### config.mk
export PLATFORM = sky130hd
export DESIGN_NAME = spqct_fifo
export DESIGN_NICKNAME = d
export VERILOG_FILES = /design/src/hdl/spqct_pkg.sv /design/src/hdl/spqct_fifo.sv
export SDC_FILE = /design/constraint.sdc
export NUM_CORES = 1
export LEC_CHECK = 0
export BUFFER_PORTS_ARGS = -buffer_cell sky130_fd_sc_hd__buf_2
export CORE_ASPECT_RATIO = 1.25
export CORE_MARGIN = 2
export CORE_UTILIZATION = 39
export DETAILED_ROUTE_END_ITERATION = 16
export PLACE_DENSITY = 0.67
export SYNTH_ARGS = -nofsm -noshare
export SYNTH_HDL_FRONTEND = slang
export SYNTH_SLANG_ARGS = --single-unit
export TNS_END_PERCENT = 1
### constraint.sdc
create_clock -name clk_i -period 41.8 [get_ports clk_i]
set_input_delay 4.18 -clock clk_i [delete_from_list [all_inputs] [get_ports clk_i]]
set_output_delay 4.18 -clock clk_i [all_outputs]
set_load 0.03 [all_outputs]
### src/hdl/spqct_pkg.sv
// Shared types and constants for the sprite quad corner transform.
package spqct_pkg;

  // quarter-wave sine polynomial constants, Q14
  localparam logic [15:0] QsPi      = 16'd51472;
  localparam logic [15:0] QsTwoPiM5 = 16'd21023;
  localparam logic [15:0] QsPiM3    = 16'd2320;

  localparam logic signed [26:0] VertMax = 27'sd8388607;
  localparam logic signed [26:0] VertMin = -27'sd8388608;
  localparam logic signed [41:0] RoundHalf = 42'sd16384;

  localparam int unsigned FifoDepth = 2;

  typedef enum logic [1:0] {
    CornerLb = 2'd0,
    CornerRb = 2'd1,
    CornerRt = 2'd2,
    CornerLt = 2'd3
  } corner_e;

  typedef struct packed {
    logic signed [23:0] pos_x;
    logic signed [23:0] pos_y;
    logic [15:0]        size_x;
    logic [15:0]        size_y;
    logic [15:0]        tex_left;
    logic [15:0]        tex_top;
    logic [15:0]        tex_right;
    logic [15:0]        tex_bottom;
    logic [7:0]         red;
    logic [7:0]         green;
    logic [7:0]         blue;
  } sprite_t;

  typedef struct packed {
    logic signed [40:0] bx;
    logic signed [40:0] by;
    logic signed [31:0] p_xc;
    logic signed [31:0] p_ys;
    logic signed [31:0] p_xs;
    logic signed [31:0] p_yc;
    logic [15:0]        tex_left;
    logic [15:0]        tex_top;
    logic [15:0]        tex_right;
    logic [15:0]        tex_bottom;
    logic [7:0]         red;
    logic [7:0]         green;
    logic [7:0]         blue;
  } prep_t;

  typedef struct packed {
    corner_e            corner;
    logic signed [23:0] vert_x;
    logic signed [23:0] vert_y;
    logic [15:0]        tex_u;
    logic [15:0]        tex_v;
    logic [7:0]         red;
    logic [7:0]         green;
    logic [7:0]         blue;
    logic               last;
  } vertex_t;

endpackage

### src/hdl/spqct_fifo.sv
// Short queue of prepared sprites between front and back.
module spqct_fifo (
  input  logic             clk_i,
  input  logic             rst_ni,
  input  logic             push_i,
  input  spqct_pkg::prep_t data_i,
  output logic             full_o,
  input  logic             pop_i,
  output logic             valid_o,
  output spqct_pkg::prep_t data_o
);

  localparam int unsigned PtrW = (spqct_pkg::FifoDepth > 1) ? $clog2(spqct_pkg::FifoDepth) : 1;
  localparam int unsigned CntW = $clog2(spqct_pkg::FifoDepth + 1);
  localparam logic [CntW-1:0] DepthC = CntW'(spqct_pkg::FifoDepth);
  localparam logic [PtrW-1:0] LastP  = PtrW'(spqct_pkg::FifoDepth - 1);

  spqct_pkg::prep_t mem_q [spqct_pkg::FifoDepth];
  logic [PtrW-1:0]  wr_q, rd_q;
  logic [CntW-1:0]  cnt_q;
  logic             do_push, do_pop;

  assign full_o  = cnt_q == DepthC;
  assign valid_o = cnt_q != '0;
  assign do_push = push_i && !full_o;
  assign do_pop  = pop_i && valid_o;
  assign data_o  = mem_q[rd_q];

  always_ff @(posedge clk_i or negedge rst_ni) begin
    if (!rst_ni) begin
      wr_q  <= '0;
      rd_q  <= '0;
      cnt_q <= '0;
    end else begin
      if (do_push) begin
        wr_q <= (wr_q == LastP) ? '0 : wr_q + 1'b1;
      end
      if (do_pop) begin
        rd_q <= (rd_q == LastP) ? '0 : rd_q + 1'b1;
      end
      if (do_push && !do_pop) begin
        cnt_q <= cnt_q + 1'b1;
      end else if (do_pop && !do_push) begin
        cnt_q <= cnt_q - 1'b1;
      end
    end
  end

  always_ff @(posedge clk_i) begin
    if (do_push) begin
      mem_q[wr_q] <= data_i;
    end
  end

endmodule

## After elaboration in Yosys (flattened, before gate mapping)

Memory sizes are Yosys's and may differ from the RTL's.
Cells that the tools add are included.

- Add/sub/neg operators: 4
- Mux-type cells: 6
- Equal/unequal tests: 1
- Reductions and logical operators: 9

Operators by type and width:

| operator | count |
|---|---|
| logical AND 1 bit | 4 |
| two-way mux 1 bit | 4 |
| two-way mux 2 bit | 2 |
| nonzero test 2 bit | 2 |
| logical NOT 1 bit | 3 |
| adder 1 bit (second input constant) | 2 |
| adder 2 x 1 -> 2 bit (second input constant) | 1 |
| == test 2 bit (second input constant) | 1 |
| subtractor 2 x 1 -> 2 bit (second input constant) | 1 |

- Memories kept: 1
- Memory bits (writable): 596
- Logic and storage cells: 24
- Output and inout port bits: 300
- Register bits after elaboration: 4
- Input port bits: 302

Memories:

| name | words | bits a word | read ports | clocked after memory_dff | wr ports | line | RTL |
|---|---|---|---|---|---|---|---|
| mem_q | 2 | 298 | 1 | 0 | 1 | spqct_fifo.sv:18 | `spqct_pkg::prep_t mem_q [spqct_pkg::FifoDepth];` |

## Depth between registers and ports, before layout

- Depth after elaboration: 7
- Depth in mapped cells: 7
- Depth with buffers taken out: 7

## Least setup slack after synthesis

Ideal clock, no wire load.

- Path type: input to register
- Start: input push_i
- End: memory mem_q[0][0] in the netlist's numbering, enable pin
- Data required time: 40837 ps
- Cell stages on the path: 2
- Setup slack: 24230 ps
- Path buffers: 0
- Setup time: 963 ps
- Arrival time: 16607 ps
- Cell sequence: nand2_1 -> nor2_1

- Cells in the longest elaborated chain, start to end: 3

RTL lines:

| element | line | RTL |
|---|---|---|
| start, declared | spqct_fifo.sv:5 | `input logic push_i,` |
| logical AND 1 bit | spqct_fifo.sv:25 | `assign do_push = push_i && !full_o;` |
| two-way mux 1 bit | spqct_fifo.sv:50 | `if (do_push) begin` |
| two-way mux 1 bit (not written as such) | spqct_fifo.sv:51 | `mem_q[wr_q] <= data_i;` |
| end, declared | spqct_fifo.sv:18 |  |

Every way passes these cells.

==> summary.txt <==
Pwr
  • Worst vdd ir: 0.0000526 V
  • Sequential Power Share: 39.4%
  • Switching power: 0.784 mW
  • P per Cell Area: 78.4 nW/um2
  • Clock power share: 23.2%
  • Post-layout total power: 2.21 mW
  • P_leak: 11.0 nW
  • Comb pwr share: 37.4%
  • P_int: 1.42 mW
  • Switching Share: 35.6%

Timing
  • Setup-failing EPs final: 0
  • Clk_skew: 0.0153 ns
  • Measured slew at the worst slew-check pin: 1.11 ns
  • Max transition margin: 25.7%
  • Count of final max-slew check failures: 0
  • Tcrit/Tclk final: 20.0%
  • Final TNS setup: 0 ns
  • Min Tclk post-route: 8.35 ns
  • FMAX: 0.120 GHz
  • Unrepaired setup endpoints after global routing: false
  • Final Hold Vio Count: 0

Critical path
  • Setup crit end kind: output port
  • Critical path required time: 37.62 ns
  • R2r setup slk: 38.67 ns
  • Setup crit start kind: flip-flop
  • Setup CP Type: reg -> out
  • Crit Path Max Fanout: 59
  • CP Data Arrival Time: 4.17 ns

Route
  • DR pass1 iterations: 4
  • Vias per inst: 4.67
  • DR WL/cell: 20.1 um
  • Vias: 11,200
  • 1st-iter DRT viols: 722
  • Number of nets still failing antenna checks after routing: 0
  • Post-Route WL: 48,000 um
  • DRC errors left: 0

Clocking
  • Worst-skew pair later-pin latency: 0.59 ns
  • CTS tree: built
  • CTS Hold Buffers Added: 0
  • Clock Tree Buf Depth: 3
  • Number of post-CTS setup repair buffers: 0
  • Htree depth: 2
  • CTS root buf: clkbuf_16
  • CTS sink cnt: 600
  • Clock slew at reported path FFs: 0.06 ns
  • Post-CTS sizing: 0
  • Number of buffers created by CTS: 57

Die
  • Die Area: 59,700 um2
  • Initial cell density of the core: 39.4%
  • DIE WIDTH: 219 um
  • Core Rows: 98
  • # IOs: 602
  • Core area: 57,100 um2
  • Die Height: 273 um

Placed design
  • Gpl congestion: 0.816
  • Detailed Place HPWL: 33,000 um
  • Port bufs: 601

Final layout
  • Most frequent cells in the layout: buf_2, edfxtp_1, mux2_4
  • Area grow syn2layout: 25.1%
  • Fin nets: 1,884
  • Commonest non-fill, non-tap cell in the layout: buf_2
  • Layout cells sized above 1: 61.5%
  • Fill cells: 4,741

Yosys
  • Yosys warning count: 0
  • Top-area cell type share of the netlist area: 79.5%
  • #FFs+latches synth: 600
  • Post-Syn Area per Cell: 23.8 um2
  • Leading area contributor after synthesis: edfxtp_1
  • Post-synthesis sequential area ratio: 80.0%
  • Synth Net Count: 1,249
  • Synth top area cells: edfxtp_1, mux2_4, mux2_2
  • Synthesized instance count: 946
  • Syn Std Cell Area: 22,500 um2
  • Synth cell types: 16

Flow run
  • Total of max-cap violations: 0

Global route
  • First-pass GRT wire length: 68,900 um
  • Pin count of the biggest net entering global routing: 153
  • Overflow after GRT: 0
  • Initial antenna violation count: 17
  • Vias in the first global route: 11,600
  • Global Route Usage Sum: 15.2%

Run status
  • Run status: complete, no violations

Min path
  • Hold WC Path Type: reg -> reg
## Yosys cell counts (all sizes together)
master  number
inv          2
xnor2        3
or2          1
ha           1
buf         33
dfrtp        4
mux2       298
nand2b       1
xor2         2
nor2         2
edfxtp     596
and3         1
nand2        2
## power groups by stage
stage | combinational, mW | clock [mW] | sequential [mW]
after floorplan | 0.639 | 0 | 0.919
after global placement | 0.826 | 0 | 0.876
final | 0.826 | 0.512 | 0.869
after detailed placement | 0.833 | 0 | 0.883
after CTS | 0.835 | 0.525 | 0.870
after global routing | 0.865 | 0.545 | 0.881
## layer usage
metal	GRT usage [%]	routed length, um	vias up
li1	-	-	5060
met1	16.7	17300	5523
met2	26.9	24900	446
met3	5.18	4060	107
met4	6.19	1670	16
met5	0	104	-
## cell type report
cell class	instances	area [um2]	area share, %
Antenna cell	9	22.5	0.0800
Clock buffer	65	1460	5.17
Clock inverter	41	409	1.45
Inverter	2	7.51	0.0267
Multi-Input combinational cell	311	4210	15.0
Sequential cell	600	18000	63.9
Tap cell	750	938	3.33
Timing Repair Buffer	609	3110	11.0
## cells by family after synthesis
| logic type | count (synthesis) | share of synthesized area [%] |
|---|---|---|
| multiplexers | 298 | 18.2 |
| AND/OR/NAND/NOR | 7 | 0.150 |
| flip-flops | 600 | 80.0 |
| XOR/XNOR | 5 | 0.195 |
| adder cells (fa/ha/maj) | 1 | 0.0556 |
| buffers and inverters | 35 | 1.40 |
## final timing paths
check / depth (start not counted) / end / from
worst max-delay path: 4 / data_o[147] / rd_q
worst min-delay path: 1 / cnt_q[1] / cnt_q[1]
worst max register to register: 5 / mem_q[0][94] / cnt_q[0]
worst min register to register: 1 / cnt_q[1] / cnt_q[1]
max in group asynchronous: 1 / rd_q / rst_ni
min in group asynchronous: 1 / cnt_q[1] / rst_ni
## flip-flops by register name, indices dropped and copies added, names as in the netlist
register,count
cnt_q,2
rd_q,1
wr_q,1
mem_q,596
## worst max-delay path, cell delays in order, from the launching register on
cell	delay (ns)
dfrtp_4	1.03
buf_4	0.95
buf_4	0.90
mux2_4	0.36
buf_2	0.18
## metrics by stage
stage | util, % | hold slack [ns] | instances | setup WS [ns] | cell area [um2]
2_1_floorplan | - | 0.456 | 946 | 24.23 | 22500
3_3_place_gp | 46.0 | 0.477 | 2272 | 34.11 | 26300
3_5_place_dp | 46.0 | 0.513 | 2272 | 34.02 | 26300
4_1_cts | 49.2 | 0.521 | 2378 | 33.36 | 28100
5_1_grt | 49.3 | 0.547 | 2386 | 33.19 | 28100
6_report | 49.3 | 0.529 | 2387 | 33.45 | 28100
Power figures use the tool's default switching activity.
