### src/hdl/spqct_pkg.sv
// Shared types and constants for the sprite quad corner transform.
package spqct_pkg;

  // quarter-wave sine polynomial constants, Q14
  localparam logic [15:0] QsPi      = 16'd51472;
  localparam logic [15:0] QsTwoPiM5 = 16'd21023;
  localparam logic [15:0] QsPiM3    = 16'd2320;

  localparam logic signed [26:0] VertMax = 27'sd8388607;
  localparam logic signed [26:0] VertMin = -27'sd8388608;
  localparam logic signed [41:0] RoundHalf = 42'sd16384;

  localparam int unsigned FifoDepth = 2;

  typedef enum logic [1:0] {
    CornerLb = 2'd0,
    CornerRb = 2'd1,
    CornerRt = 2'd2,
    CornerLt = 2'd3
  } corner_e;

  typedef struct packed {
    logic signed [23:0] pos_x;
    logic signed [23:0] pos_y;
    logic [15:0]        size_x;
    logic [15:0]        size_y;
    logic [15:0]        tex_left;
    logic [15:0]        tex_top;
    logic [15:0]        tex_right;
    logic [15:0]        tex_bottom;
    logic [7:0]         red;
    logic [7:0]         green;
    logic [7:0]         blue;
  } sprite_t;

  typedef struct packed {
    logic signed [40:0] bx;
    logic signed [40:0] by;
    logic signed [31:0] p_xc;
    logic signed [31:0] p_ys;
    logic signed [31:0] p_xs;
    logic signed [31:0] p_yc;
    logic [15:0]        tex_left;
    logic [15:0]        tex_top;
    logic [15:0]        tex_right;
    logic [15:0]        tex_bottom;
    logic [7:0]         red;
    logic [7:0]         green;
    logic [7:0]         blue;
  } prep_t;

  typedef struct packed {
    corner_e            corner;
    logic signed [23:0] vert_x;
    logic signed [23:0] vert_y;
    logic [15:0]        tex_u;
    logic [15:0]        tex_v;
    logic [7:0]         red;
    logic [7:0]         green;
    logic [7:0]         blue;
    logic               last;
  } vertex_t;

endpackage

### src/hdl/spqct_back.sv
// Back end: corner sequencer, vertex sums, rounding and saturation.
module spqct_back (
  input  logic               clk_i,
  input  logic               rst_ni,
  input  logic               valid_i,
  input  spqct_pkg::prep_t   prep_i,
  output logic               pop_o,
  output logic               valid_o,
  input  logic               stall_i,
  output spqct_pkg::vertex_t vert_o
);

  function automatic logic signed [23:0] round_sat(input logic signed [41:0] acc);
    logic signed [26:0] q;
    q = acc[41:15];
    if (q > spqct_pkg::VertMax) begin
      q = spqct_pkg::VertMax;
    end else if (q < spqct_pkg::VertMin) begin
      q = spqct_pkg::VertMin;
    end
    return q[23:0];
  endfunction

  spqct_pkg::prep_t   cur_q;
  logic               cur_v_q;
  spqct_pkg::corner_e cnt_q;
  logic               out_v_q;
  spqct_pkg::vertex_t out_q;
  spqct_pkg::vertex_t vert_d;
  logic               advance, cu, cv;
  logic signed [41:0] t_xc, t_ys, t_xs, t_yc, acc_x, acc_y;

  assign advance = !out_v_q || !stall_i;
  assign pop_o   = valid_i && (!cur_v_q || (advance && cnt_q == spqct_pkg::CornerLt));

  assign cu = (cnt_q == spqct_pkg::CornerRb) || (cnt_q == spqct_pkg::CornerRt);
  assign cv = (cnt_q == spqct_pkg::CornerLb) || (cnt_q == spqct_pkg::CornerRb);

  assign t_xc  = cu ? 42'(cur_q.p_xc) : -42'(cur_q.p_xc);
  assign t_xs  = cu ? 42'(cur_q.p_xs) : -42'(cur_q.p_xs);
  assign t_ys  = cv ? 42'(cur_q.p_ys) : -42'(cur_q.p_ys);
  assign t_yc  = cv ? 42'(cur_q.p_yc) : -42'(cur_q.p_yc);
  assign acc_x = 42'(cur_q.bx) + t_xc - t_ys + spqct_pkg::RoundHalf;
  assign acc_y = 42'(cur_q.by) + t_xs + t_yc + spqct_pkg::RoundHalf;

  always_comb begin
    vert_d.corner = cnt_q;
    vert_d.vert_x = round_sat(acc_x);
    vert_d.vert_y = round_sat(acc_y);
    vert_d.tex_u  = cu ? cur_q.tex_right : cur_q.tex_left;
    vert_d.tex_v  = cv ? cur_q.tex_bottom : cur_q.tex_top;
    vert_d.red    = cur_q.red;
    vert_d.green  = cur_q.green;
    vert_d.blue   = cur_q.blue;
    vert_d.last   = cnt_q == spqct_pkg::CornerLt;
  end

  always_ff @(posedge clk_i or negedge rst_ni) begin
    if (!rst_ni) begin
      cur_v_q <= 1'b0;
      cnt_q   <= spqct_pkg::CornerLb;
      out_v_q <= 1'b0;
    end else begin
      if (advance) begin
        out_v_q <= cur_v_q;
      end
      if (pop_o) begin
        cur_v_q <= 1'b1;
        cnt_q   <= spqct_pkg::CornerLb;
      end else if (advance && cur_v_q) begin
        if (cnt_q == spqct_pkg::CornerLt) begin
          cur_v_q <= 1'b0;
        end else begin
          cnt_q <= spqct_pkg::corner_e'(cnt_q + 2'd1);
        end
      end
    end
  end

  always_ff @(posedge clk_i) begin
    if (pop_o) begin
      cur_q <= prep_i;
    end
    if (advance && cur_v_q) begin
      out_q <= vert_d;
    end
  end

  assign valid_o = out_v_q;
  assign vert_o  = out_q;

endmodule

### config.mk
export PLATFORM = sky130hd
export DESIGN_NAME = spqct_back
export DESIGN_NICKNAME = d
export VERILOG_FILES = /design/src/hdl/spqct_pkg.sv /design/src/hdl/spqct_back.sv
export SDC_FILE = /design/constraint.sdc
export NUM_CORES = 1
export LEC_CHECK = 0
export BUFFER_PORTS_ARGS = -buffer_cell sky130_fd_sc_hd__buf_4
export CAP_MARGIN = 0
export CORE_MARGIN = 4
export CORE_UTILIZATION = 38
export CTS_CLUSTER_DIAMETER = 30
export CTS_CLUSTER_SIZE = 25
export DETAILED_ROUTE_END_ITERATION = 8
export GPL_TIMING_DRIVEN = 0
export PLACE_DENSITY = 0.66
export SKIP_LAST_GASP = 1
export SLEW_MARGIN = 20
export SYNTH_ARGS = -nofsm -noshare
export SYNTH_HDL_FRONTEND = slang
export SYNTH_SLANG_ARGS = --single-unit
### constraint.sdc
create_clock -name clk_i -period 21.8 [get_ports clk_i]
set_clock_uncertainty 0.2 [all_clocks]
set_input_delay 4.36 -clock clk_i [delete_from_list [all_inputs] [get_ports clk_i]]
set_output_delay 4.36 -clock clk_i [all_outputs]
set_load 0.01 [all_outputs]
* After elaboration in Yosys (flattened, before gate mapping)
Index checks and enable logic that the tools add are counted.
** Cells by class
- Add/sub/neg operators :: 11
- Magnitude comparators :: 4
- Equality and inequality tests :: 4
- Muxes and demuxes :: 14
- Reductions and logical operators :: 15
** Operators by type and width (number)
- $mux 42 :: 4
- $neg 32->42 :: 4
- $add 41x42->42 :: 2
- $add 42x16->42 const B :: 2
- $gt 27x24->1 const B :: 2
- $lt 27x24->1 const B :: 2
- $mux 24 :: 2
- $add 42x42->42 :: 1
- $sub 42x42->42 :: 1
- $mux 16 :: 2
- $mux 2 :: 3
- $eq 2x2->1 const B :: 2
- $logic_or 1x1->1 :: 4
- $reduce_and 2->1 :: 2
- $reduce_bool 2->1 :: 2
- $logic_and 1x1->1 :: 3
- $logic_not 1->1 :: 3
- $mux 1 :: 3
- $add 2x1->2 const B :: 1
- $eq 2x1->1 const B :: 1
- $logic_not 2->1 :: 1
- $ne 2x2->1 const B :: 1
** Storage, ports and cells
- Flip-flop bits (word level) :: 409
- Bits of input ports :: 302
- Output and inout bits :: 109
- Word-level logic and storage cells :: 73

* Logic depth before layout (Yosys ltp)
- Depth in word-level cells :: 8
- Mapped depth :: 25
- Mapped depth without buffers :: 24

* Least setup slack after synthesis
OpenSTA, ideal clock, no wires.
- Path kind :: input port to output port
- Start :: in stall_i
- End :: out pop_o
- Arrival time :: 11.414 ns
- Slack :: 5.826 ns
- Stages :: 4
- Path buffers :: 0
- Cell sequence :: nand2_1 > nand2_1 > nand2_1 > and2_1
** Between the ends
- Longest elaborated chain between the ends :: 5
** RTL lines
- start: declaration :: RTL line spqct_back.sv:9 : input logic stall_i,
- $logic_not 1->1 :: RTL line spqct_back.sv:33 : assign advance = !out_v_q || !stall_i;
- $logic_or 1x1->1 :: RTL line spqct_back.sv:33
- $logic_and 1x1->1 :: RTL line spqct_back.sv:34 : assign pop_o = valid_i && (!cur_v_q || (advance && cnt_q == spqct_pkg::CornerLt));
- $logic_or 1x1->1 :: RTL line spqct_back.sv:34
- $logic_and 1x1->1 :: RTL line spqct_back.sv:34
- end: declaration :: RTL line spqct_back.sv:7 : output logic pop_o,
Every way passes these cells.

* Worst setup path after layout
Same ends and word-level chain as after synthesis.

==> results.md <==
* Outcome: complete, no violations
* Number of nets produced by synthesis at 2359
* TritonCTS Buffers at 82
* Max stage delay on crit path at 0.41 ns
* Share of final-layout standard cells stronger than drive strength 1 at 25.7%
* Unrepaired setup endpoints after global routing: no
* Post CTS Setup Buffer Count at 0
* Number of max-slew violations in the final report at 0
* Area of the die at 64100 um2
* Fraction of the yosys area taken by sequential cells at 53.7%
* Most instantiated library cell after synthesis: sky130_fd_sc_hd__edfxtp_1
* Port Buf Inserts at 410
* Worst Setup End Kind: output pin
* Final period utilization at 50.1%
* Clock root cell: sky130_fd_sc_hd__clkbuf_16
* Drt first pass iters at 5
* Actual transition at the worst max-transition pin at 1.13 ns
* Area of the core at 59200 um2
* Via count of the first global-routing pass at 16800
* Path type of the worst min-delay path: flip-flop to flip-flop
* Maximum level of the CTS H-tree at 3
* Post-synthesis instance area at 22800 um2
* Number of placement rows at 89
* Count of clock tree sinks at 409
* Grt total ovfl at 0
* Number of violations of the max-capacitance limit at 0
* Worst reg2reg startpoint: cnt_q[0]
* Most common library cells after synthesis: 405 x sky130_fd_sc_hd__edfxtp_1, 169 x sky130_fd_sc_hd__inv_1, 165 x sky130_fd_sc_hd__ha_1
* Maximum clock rate at 91.6 MHz
* Number of violations reported at the end of detailed-routing iteration 0 at 1079
* Area growth from synthesis to final layout at 31.6%
* Setup crit start: stall_i
* Antenna violations before repair at 10
* Crit path required time at 17.24 ns
* Routed via count divided by cell count at 5.15
* Fraction of registers with async set/reset at 0.978%
* Crit-path slowest cell: sky130_fd_sc_hd__and2_4
* Ports placed on the boundary at 411
* Starting density of the core at 38.5%
* Yosys warning count at 0
* Cells after synthesis at 1812
* Slew margin rel. at 24.6%
* Via total after detailed routing at 16300
* Biggest area contributors in the synthesized netlist: sky130_fd_sc_hd__edfxtp_1 53%, sky130_fd_sc_hd__ha_1 9.0%, sky130_fd_sc_hd__fa_1 7.0%
* Vertical extent of the die at 253 um
* Buffer and inverter count on the worst path at 5
* Global-route wire length before repair at 96.7 mm
* WL final at 64.4 mm
* Share of the synthesized area in the top cell type at 53.3%
* Horizontal extent of the die at 253 um
* Number of hold buffers added after cts at 0
* R2R setup slack at 13.59 ns
* DRC errors left at 0
* Maximum clock path buffer count at 3
* Clock tree from TritonCTS: built
* Startpoint of the tightest hold check path: cur_q[15]
* Final layout net count at 2861
* Max FO, Critical Path at 56
* # setup viols final at 0
* Synthesized area per cell at 12.6 um2
* Final count of hold timing violations at 0
* Number of distinct standard cells referenced by the synthesized netlist at 80
* Category of the most critical setup path: input port to output pin
* Cell-by-cell trace of the critical path: buf_4 -> nand2_1 -> nand2_1 -> nand2_1 -> and2_4 -> buf_12 -> buf_16 -> buf_12 -> buf_4
* Dominant synthesized flop cell: sky130_fd_sc_hd__edfxtp_1
* Register bit total from synthesis at 409
* Post-DRT Antenna Nets at 0
* Post-route setup TNS at 0 ns
* Placed wire-length estimate after detailed placement at 49.9 mm
* Critical Path Most Common Cell: sky130_fd_sc_hd__nand2_1
* Aggregate global-route resource usage at 19.8%
* Crit path DAT at 6.36 ns
* Kind of start point of the critical path: input port
* Worst-path clk slew at 0.04 ns
* Final Critical Period at 10.92 ns
* Largest net degree at the start of global routing at 62
* Avg WL per Cell at 20.4 um
* Count of flip-flops with a built-in enable after synthesis at 405
* Final estimated routing congestion in global placement at 0.874
* Count of instances resized after the clock tree is built at 0
* Yosys top cell by area: sky130_fd_sc_hd__edfxtp_1
* Kind of cell adding the most delay to the critical path: buffers and inverters
* Worst-skew pair later-pin latency at 0.64 ns
[kinds of logic after synthesis]
family                   count (synthesis)  synth area share (%)
XOR/XNOR                               176                  6.88
AND/OR/NAND/NOR                        384                  8.45
AO/OA/AOI/OAI                          358                  10.1
multiplexers                            24                  1.21
buffers and inverters                  216                  3.57
flip-flops                             409                  53.7
adder cells (fa/ha/maj)                245                  16.1
[path summary, 6_finish.rpt]
kind	end	depth (start not counted)
worst min register to register	vert_o[16]	0
max in group asynchronous	cnt_q[1]	1
worst max register to register	vert_o[67]	22
worst max-delay path	pop_o	9
worst min-delay path	vert_o[16]	0
min in group asynchronous	cur_v_q	1
[registers in the layout, summed over array words and instances (netlist names)]
name     flops
vert_o     107
cur_v_q      1
cur_q      298
cnt_q        2
valid_o      1
[metrics by stage]
step | hold slack (ns) | cell area [um2] | util (%) | instances | worst slack (ns)
3_5_place_dp | 0.205 | 27100 | 45.7 | 3003 | 10.89
2_1_floorplan | 0.200 | 22800 | - | 1812 | 5.83
4_1_cts | 0.212 | 30000 | 50.7 | 3154 | 10.89
3_3_place_gp | 0.200 | 26900 | 45.4 | 2995 | 2.06
6_report | 0.211 | 30000 | 50.7 | 3159 | 10.88
5_1_grt | 0.217 | 30000 | 50.7 | 3155 | 10.76
[worst register-to-register path: stages (launching register included)]
cell,delay (ns)
sky130_fd_sc_hd__dfrtp_1,0.43
sky130_fd_sc_hd__inv_1,0.10
sky130_fd_sc_hd__ha_1,0.28
sky130_fd_sc_hd__clkbuf_1,0.72
sky130_fd_sc_hd__clkbuf_1,0.73
sky130_fd_sc_hd__clkbuf_1,0.79
sky130_fd_sc_hd__nor2_1,0.15
sky130_fd_sc_hd__xnor2_1,0.17
sky130_fd_sc_hd__ha_1,0.28
sky130_fd_sc_hd__inv_1,0.05
sky130_fd_sc_hd__fa_1,0.45
sky130_fd_sc_hd__ha_1,0.28
sky130_fd_sc_hd__clkbuf_1,0.20
sky130_fd_sc_hd__a21o_1,0.23
sky130_fd_sc_hd__a21o_1,0.17
sky130_fd_sc_hd__a221o_1,0.34
sky130_fd_sc_hd__a41o_1,0.31
sky130_fd_sc_hd__a21oi_2,0.40
sky130_fd_sc_hd__o31a_1,0.22
sky130_fd_sc_hd__xnor2_1,0.08
sky130_fd_sc_hd__o31ai_1,0.82
sky130_fd_sc_hd__clkbuf_1,0.37
sky130_fd_sc_hd__o21ai_1,0.17
[layer usage]
| metal | track usage, % | wire length (um) |
|---|---|---|
| met5 | 0 | 68 |
| met1 | 25.8 | 27100 |
| met4 | 6.38 | 1720 |
| met3 | 5.68 | 5220 |
| met2 | 32.1 | 30300 |
[layout make-up]
type	instances	area (um2)
inverter	170	638
clock inverter	65	843
timing repair buffer	418	3280
multi-input combinational	1187	9760
fill	5170	29200
antenna	5	12.5
buffer	46	181
tap	773	967
sequential	409	12300
clock buffer	86	2090
[cell usage in the layout (no fill, tap or decap), drive strengths merged, types with 13 or more instances in the layout]
| cell type | count |
|---|---|
| a21o | 30 |
| a21oi | 106 |
| a31oi | 14 |
| buf | 426 |
| clkbuf | 124 |
| clkinv | 33 |
| edfxtp | 405 |
| fa | 80 |
| ha | 165 |
| inv | 183 |
| mux2 | 18 |
| nand2 | 121 |
| nand3 | 18 |
| nand4 | 15 |
| nor2 | 96 |
| nor3 | 33 |
| nor4 | 13 |
| o21a | 29 |
| o21ai | 81 |
| o21bai | 13 |
| o31ai | 16 |
| or3 | 16 |
| xnor2 | 115 |
| xor2 | 60 |
Power is not shown: default switching activity piles up to over one toggle a cycle in this logic, so the estimate is an artifact.
